File: config.mk
export PLATFORM = sky130hd
export DESIGN_NAME = mm_cell
export DESIGN_NICKNAME = d
export VERILOG_FILES = /design/src/design/mm_pkg.sv /design/src/design/mm_cell.sv
export SDC_FILE = /design/constraint.sdc
export NUM_CORES = 1
export LEC_CHECK = 0
export BUFFER_PORTS_ARGS = -buffer_cell sky130_fd_sc_hd__clkbuf_2
export CAP_MARGIN = 20
export CORE_MARGIN = 5
export CORE_UTILIZATION = 43
export DETAILED_ROUTE_END_ITERATION = 12
export SYNTH_ARGS = -nofsm -noshare
export SYNTH_HDL_FRONTEND = slang
export SYNTH_SLANG_ARGS = --single-unit
File: constraint.sdc
create_clock -name clock -period 17.5 [get_ports clock]
set_input_delay 2.625 -clock clock [delete_from_list [all_inputs] [get_ports clock]]
set_output_delay 2.625 -clock clock [all_outputs]
set_load 0.1 [all_outputs]
File: src/design/mm_pkg.sv
// ----------------------------------------------------------------------------
// Matrix multiply package
// Payload types, beat control, register indexes and state codes shared by
// the multiply cells and the top level.
// ----------------------------------------------------------------------------
package mm_pkg;

   // Element width of A, B and the product, signed Q8.8.
   localparam int ELEM_W    = 16;
   localparam int FRAC_BITS = 8;
   localparam int DIM_W     = 4;
   localparam int CSR_IDX_W = 4;

   // Request operation codes.
   localparam logic [1:0] OP_LOAD_A  = 2'd0;
   localparam logic [1:0] OP_LOAD_B  = 2'd1;
   localparam logic [1:0] OP_COMPUTE = 2'd2;

   // Configuration register indexes.
   localparam logic [CSR_IDX_W-1:0] REG_A_ROWS = 4'd0;
   localparam logic [CSR_IDX_W-1:0] REG_A_COLS = 4'd1;
   localparam logic [CSR_IDX_W-1:0] REG_B_ROWS = 4'd2;
   localparam logic [CSR_IDX_W-1:0] REG_B_COLS = 4'd3;

   typedef struct packed {
      logic [1:0]               op;
      logic [2:0]               row;
      logic [2:0]               col;
      logic signed [ELEM_W-1:0] value;
   } mm_req_type;

   typedef struct packed {
      logic signed [ELEM_W-1:0] result;
      logic [2:0]               out_row;
      logic [2:0]               out_col;
      logic                     last;
      logic                     dim_error;
   } mm_rsp_type;

   // Control that travels with each element of A along the chain.
   typedef struct packed {
      logic vld;
      logic first;
      logic last;
   } mm_beat_ctrl_type;

   typedef enum logic [2:0] {
      ST_IDLE,
      ST_ISSUE,
      ST_WAIT,
      ST_DRAIN,
      ST_ERROR
   } mm_state_type;

endpackage

File: src/design/mm_cell.sv
// ----------------------------------------------------------------------------
// Matrix multiply cell
// Holds one column of B, multiplies the A elements that pass along the chain
// by it, accumulates one product element and shifts results out in a row.
// ----------------------------------------------------------------------------
module mm_cell #(
   parameter int MAX_DIM = 8
) (
   input  logic                             clock,
   input  logic                             reset,
   input  logic signed [mm_pkg::ELEM_W-1:0] a_in,
   input  logic [$clog2(MAX_DIM)-1:0]       p_in,
   input  mm_pkg::mm_beat_ctrl_type         ctl_in,
   output logic signed [mm_pkg::ELEM_W-1:0] a_out,
   output logic [$clog2(MAX_DIM)-1:0]       p_out,
   output mm_pkg::mm_beat_ctrl_type         ctl_out,
   input  logic                             b_we,
   input  logic [$clog2(MAX_DIM)-1:0]       b_addr,
   input  logic signed [mm_pkg::ELEM_W-1:0] b_data,
   input  logic                             load_res,
   input  logic                             shift_res,
   input  logic signed [mm_pkg::ELEM_W-1:0] res_in,
   output logic signed [mm_pkg::ELEM_W-1:0] res_out,
   output logic                             done
);

   localparam int DW    = $clog2(MAX_DIM);
   localparam int EW    = mm_pkg::ELEM_W;
   localparam int PW    = 2 * EW;
   localparam int ACC_W = PW + $clog2(MAX_DIM) + 1;
   localparam int SH_W  = ACC_W - mm_pkg::FRAC_BITS;

   logic signed [EW-1:0]    b_mem [MAX_DIM];
   logic signed [EW-1:0]    a_pass_ff;
   logic [DW-1:0]           p_pass_ff;
   mm_pkg::mm_beat_ctrl_type ctl_pass_ff, ctl1_ff, ctl2_ff;
   logic signed [EW-1:0]    b_rd_ff, a1_ff;
   logic signed [PW-1:0]    prod_ff;
   logic signed [ACC_W-1:0] acc_ff, acc_in;
   logic signed [EW-1:0]    res_ff, sat_val;
   logic signed [SH_W-1:0]  shifted;
   logic                    done_ff;

   // Column store of B, written by loads and read at the passing index.
   always_ff @(posedge clock) begin
      if (b_we) begin
         b_mem[b_addr] <= b_data;
      end
      b_rd_ff <= b_mem[p_in];
      a1_ff   <= a_in;
   end

   // Hand the element on to the neighbour and run the MAC stages.
   always_ff @(posedge clock) begin
      if (reset) begin
         ctl_pass_ff <= '0;
         ctl1_ff     <= '0;
         ctl2_ff     <= '0;
         done_ff     <= 1'b0;
      end else begin
         ctl_pass_ff <= ctl_in;
         ctl1_ff     <= ctl_in;
         ctl2_ff     <= ctl1_ff;
         done_ff     <= ctl2_ff.vld && ctl2_ff.last;
      end
   end

   always_ff @(posedge clock) begin
      a_pass_ff <= a_in;
      p_pass_ff <= p_in;
      prod_ff   <= a1_ff * b_rd_ff;
      acc_ff    <= acc_in;
   end

   // The first term of a sum replaces the accumulator.
   always_comb begin
      acc_in = acc_ff;
      if (ctl2_ff.vld) begin
         if (ctl2_ff.first) begin
            acc_in = ACC_W'(prod_ff);
         end else begin
            acc_in = acc_ff + ACC_W'(prod_ff);
         end
      end
   end

   // Scale back to Q8.8 and saturate.
   always_comb begin
      shifted = SH_W'(acc_ff >>> mm_pkg::FRAC_BITS);
      if (!shifted[SH_W-1] && (|shifted[SH_W-2:EW-1])) begin
         sat_val = {1'b0, {(EW-1){1'b1}}};
      end else if (shifted[SH_W-1] && !(&shifted[SH_W-2:EW-1])) begin
         sat_val = {1'b1, {(EW-1){1'b0}}};
      end else begin
         sat_val = shifted[EW-1:0];
      end
   end

   // Result row: loaded from the accumulator, then shifted towards cell 0.
   always_ff @(posedge clock) begin
      if (load_res) begin
         res_ff <= sat_val;
      end else if (shift_res) begin
         res_ff <= res_in;
      end
   end

   assign a_out   = a_pass_ff;
   assign p_out   = p_pass_ff;
   assign ctl_out = ctl_pass_ff;
   assign res_out = res_ff;
   assign done    = done_ff;

endmodule

After elaboration in Yosys (flattened, before gate mapping)
Memories as Yosys holds them, arrays and structs flattened. A register that Yosys moved wholly into a read port is not among the register bits.
Cells that the tools add are included.
{"block": "totals", "regBits": 110, "latchBits": 0, "ramBits": 128, "rom_bits": 0, "inputBits": 62, "wordCells": 30, "mem_count": 1}
{"block": "op_classes", "n_addsub": 1, "multipliers": 1, "div_mod_pow": 0, "n_lt_le_gt_ge": 0, "n_eq_ne": 0, "shifts": 0, "n_mux": 7, "bitwise_logic": 0, "reduce_logical": 8}
{"memory": "b_mem", "words": 8, "word_bits": 16, "read_ports": 1, "rd_clocked_by_memory_dff": 1, "wr": 1, "line": "mm_cell.sv:33", "text": "logic signed [EW-1:0] b_mem [MAX_DIM];"}
{"cell": "16-bit two-way mux", "n": 4}
{"cell": "36-bit by 32-bit adder with 36-bit output", "n": 1}
{"cell": "36-bit two-way mux", "n": 1}
{"cell": "16-bit by 16-bit multiplier with 32-bit output", "n": 1}
{"cell": "12-bit AND reduction", "n": 1}
{"cell": "12-bit OR reduction", "n": 1}
{"cell": "1-bit logical AND", "n": 3}
{"cell": "1-bit zero test", "n": 2}
{"cell": "1-bit two-way mux", "n": 2}
{"cell": "2-bit nonzero test", "n": 1}

Longest topological paths before layout
{"block": "logic_depth", "ltp_word": 6, "depth_mapped": 25}

Least setup slack after synthesis
OpenSTA, ideal clock, no wires.
{"block": "synth_timing", "kind": "register -> register", "start": "register, netlist name a_out[15]", "end": "register prod_ff[31]", "arrival_time_ns": 6.314, "required_time_ns": 17.380, "slack_ns": 11.066, "path_stages_with_launch": 24, "n_path_buf": 1, "path_cell_list": "dfxtp_1 clkbuf_1 nand2_1 inv_1 fa_1 fa_1 inv_1 fa_1 inv_1 fa_1 fa_1 inv_1 fa_1 inv_1 ha_1 a21o_1 a21o_1 a21oi_1 o22ai_1 nor2_1 a21oi_1 a211oi_1 a21oi_1 xnor2_1"}
{"element": "end signal, assigned", "line": "mm_cell.sv:71", "text": "prod_ff <= a1_ff * b_rd_ff;"}
{"element": "end, declared", "line": "mm_cell.sv:38", "text": "logic signed [PW-1:0] prod_ff;"}

==> flow_summary.toml <==
[routing]
wl_per_cell_um = 16.8
drt-pass1-iter-count = 5
drc = 0
wl_mm = 42.7
drt_iter0_drc = 656
via_count = 12900
topRoutingLayerUsed = "met4"
wl_met2_mm = 20.3
met1_length_mm = 19.5
wl_met3_mm = 2.18
ant_nets = 0
vias_per_cell = 5.09

[sta]
setup_viol = 0
fin_worst_skew_ps = 17.5
tightestPinTransition_ps = 1080
hold_slack_ps = 410
maxSlewHeadroom_pct = 27.8
fmax_mhz = 148
period_share_pct = 38.7
fin_ws_ps = 10730
hold_viol = 0
min_period_ps = 6770
grt_setup_unrepaired = "no"
tns_ps = 0
final_max_slew_viol_count = 0

[clocking]
cts_buffers = 28
clockBufferDepth = 3
clock-root-buffer = "clkbuf_16"
cts_tree = "yes"
insertion_delay_ps = 570
post-cts-setup-buffer-count = 0
cts-resized-gates = 0
htreeDepth = 1
clk_pin_slew_ps = 60
numClockSinks = 254
cts_hold_buffers = 0

[logic_synthesis]
synth_warnings = 0
yosysSeqAreaShare_pct = 33.9
yosysTopAreaCell = "edfxtp_1"
synth_top_area_share_pct = 26.6
synthesis.area_sq_mm = 0.0203
synth_edf_count = 180
postSynthAreaPerCell_sq_um = 11.1
synthFlopType = "edfxtp_1"
async_flop_share_pct = 0
syn_inst = 1826
ys_types = 69
synthTopCellsByCount = "inv_1, fa_1, edfxtp_1, nand2_1, and2_1"
synth_fp_nets = 2268
synth-seq-cells = 254
post-synth-top-count-cell = "inv_1"
synthTopCellsByArea = "edfxtp_1, fa_1, dfxtp_1"

[run]
cap_violations = 0

[setup_path]
worst_setup_path_start_kind = "register"
cp_slowest_cell = "fa_1"
r2r_start = "a_out[15]"
cp_data_arrival_time_ps = 7240
crit_path_end_kind = "register"
worstSetupPathType = "register to register"
crit_top_cell = "fa_1"
critPathLaunch = "a_out[15]"
crit_chain = "nand2_1, inv_1, fa_1, fa_1, fa_1, fa_1, fa_1, inv_1, fa_1, inv_1, ha_1, nand2_1, nor3b_1, inv_1, o21ai_0, o2111ai_1, a31oi_1, nand4b_1, o211ai_1"
required_ps = 17970
cpPeakStageDelay_ps = 850
path_max_fanout = 17

[finish]
nets = 2351
drive_above_1_share_pct = 11.8
syn2layout_area_growth_pct = 10.3
multi_input_area_sq_mm = 0.0120
final_core_util_pct = 48.1
register_area_sq_mm = 0.00689
antennaDiodeCount = 0
fillers = 4273

[grt]
grt_pass1_wl_mm = 71.6
grt_pass1_vias = 13800
grt_max_degree = 74
grt-ovfl-total = 0
antenna_found_initial = 0
track_usage_pct = 17.1

[die]
rows = 79
die_w_um = 227
initial_core_util_pct = 43.6
floorplan.core_area_sq_mm = 0.0467
fp.dieH_um = 227
io_pins = 101
dieArea_sq_mm = 0.0517

[placement]
port_buffers = 100
post-place-ws_ps = 10680
dpl.hpwl_mm = 33.1
gp_congestion = 0.855

[outcome]
status = "finished, final reports clean"

[worst_hold_path]
holdCritStartpoint = "ctl2_ff[0]"
hp-class = "register to register"
[per-stage QoR]
step | instances | area, sq um
final | 2538 | 22400
after detailed placement | 2485 | 21500
after global placement | 2485 | 21500
after CTS | 2537 | 22400
after floorplan | 1826 | 20300
after global routing | 2538 | 22400
[worst max-delay path, delay by kind of cell (launching register included)]
kind / cells / cell delay, ps
AOI/OAI and AO/OA: 4 / 960
adders and majority gates: 7 / 3810
buffers and inverters: 4 / 350
DFF: 1 / 720
and+or+nand+nor: 4 / 840
[worst paths after layout]
kind / endpoint / slack [ps] / cells past startpoint
worst max-delay path: prod_ff[30] / 10730 / 19
worst min-delay path: done / 410 / 2
worst max register to register: prod_ff[30] / 10730 / 19
worst min register to register: done / 410 / 2
[cell families (layout without fill, tap and decap cells)]
family / after synthesis / after routing / synth area share (%)
XOR/XNOR: 54 / 54 / 2.33
AO/OA/AOI/OAI: 217 / 217 / 7.21
buffers and inverters: 398 / 503 / 7.35
adder cells (fa/ha/maj): 380 / 380 / 33.1
multiplexers: 50 / 50 / 4.53
flip-flops: 254 / 254 / 33.9
AND/OR/NAND/NOR: 473 / 473 / 11.6
[layer usage]
metal,vias up,GRT usage [%]
li1,6133,-
met1,6463,23.4
met2,282,29.3
met3,43,2.86
met4,0,3.13
met5,-,0
[cells in the final DEF (no fill, tap or decap), drive strengths merged, types with 13 or more instances in the layout]
master and instances:
a21o 21, a21oi 47, and2 124, clkbuf 136
dfxtp 74, edfxtp 180, fa 263, ha 117
inv 344, mux2 17, mux4 32, nand2 172
nand2b 21, nand3 13, nor2 68, nor3 14
o21a 13, o21ai 52, o22ai 16, xnor2 39
xor2 15
[registers in the layout (all words and copies together) (netlist names)]
register	flops
ctl1_ff	3
res_out	16
b_rd_ff	16
p_out	3
a_out	16
ctl2_ff	3
done	1
b_mem	128
prod_ff	32
acc_ff	36
[final cells by class]
| type | count | area share (%) |
|---|---|---|
| Tap cell | 607 | 3.39 |
| Multi-Input combinational cell | 1174 | 53.4 |
| Clock buffer | 36 | 3.44 |
| Sequential cell | 254 | 30.7 |
| Inverter | 343 | 5.74 |
| Timing Repair Buffer | 108 | 2.52 |
| Clock inverter | 16 | 0.775 |
Power is not shown: default switching activity piles up to over one toggle a cycle in this logic, so the estimate is an artifact.
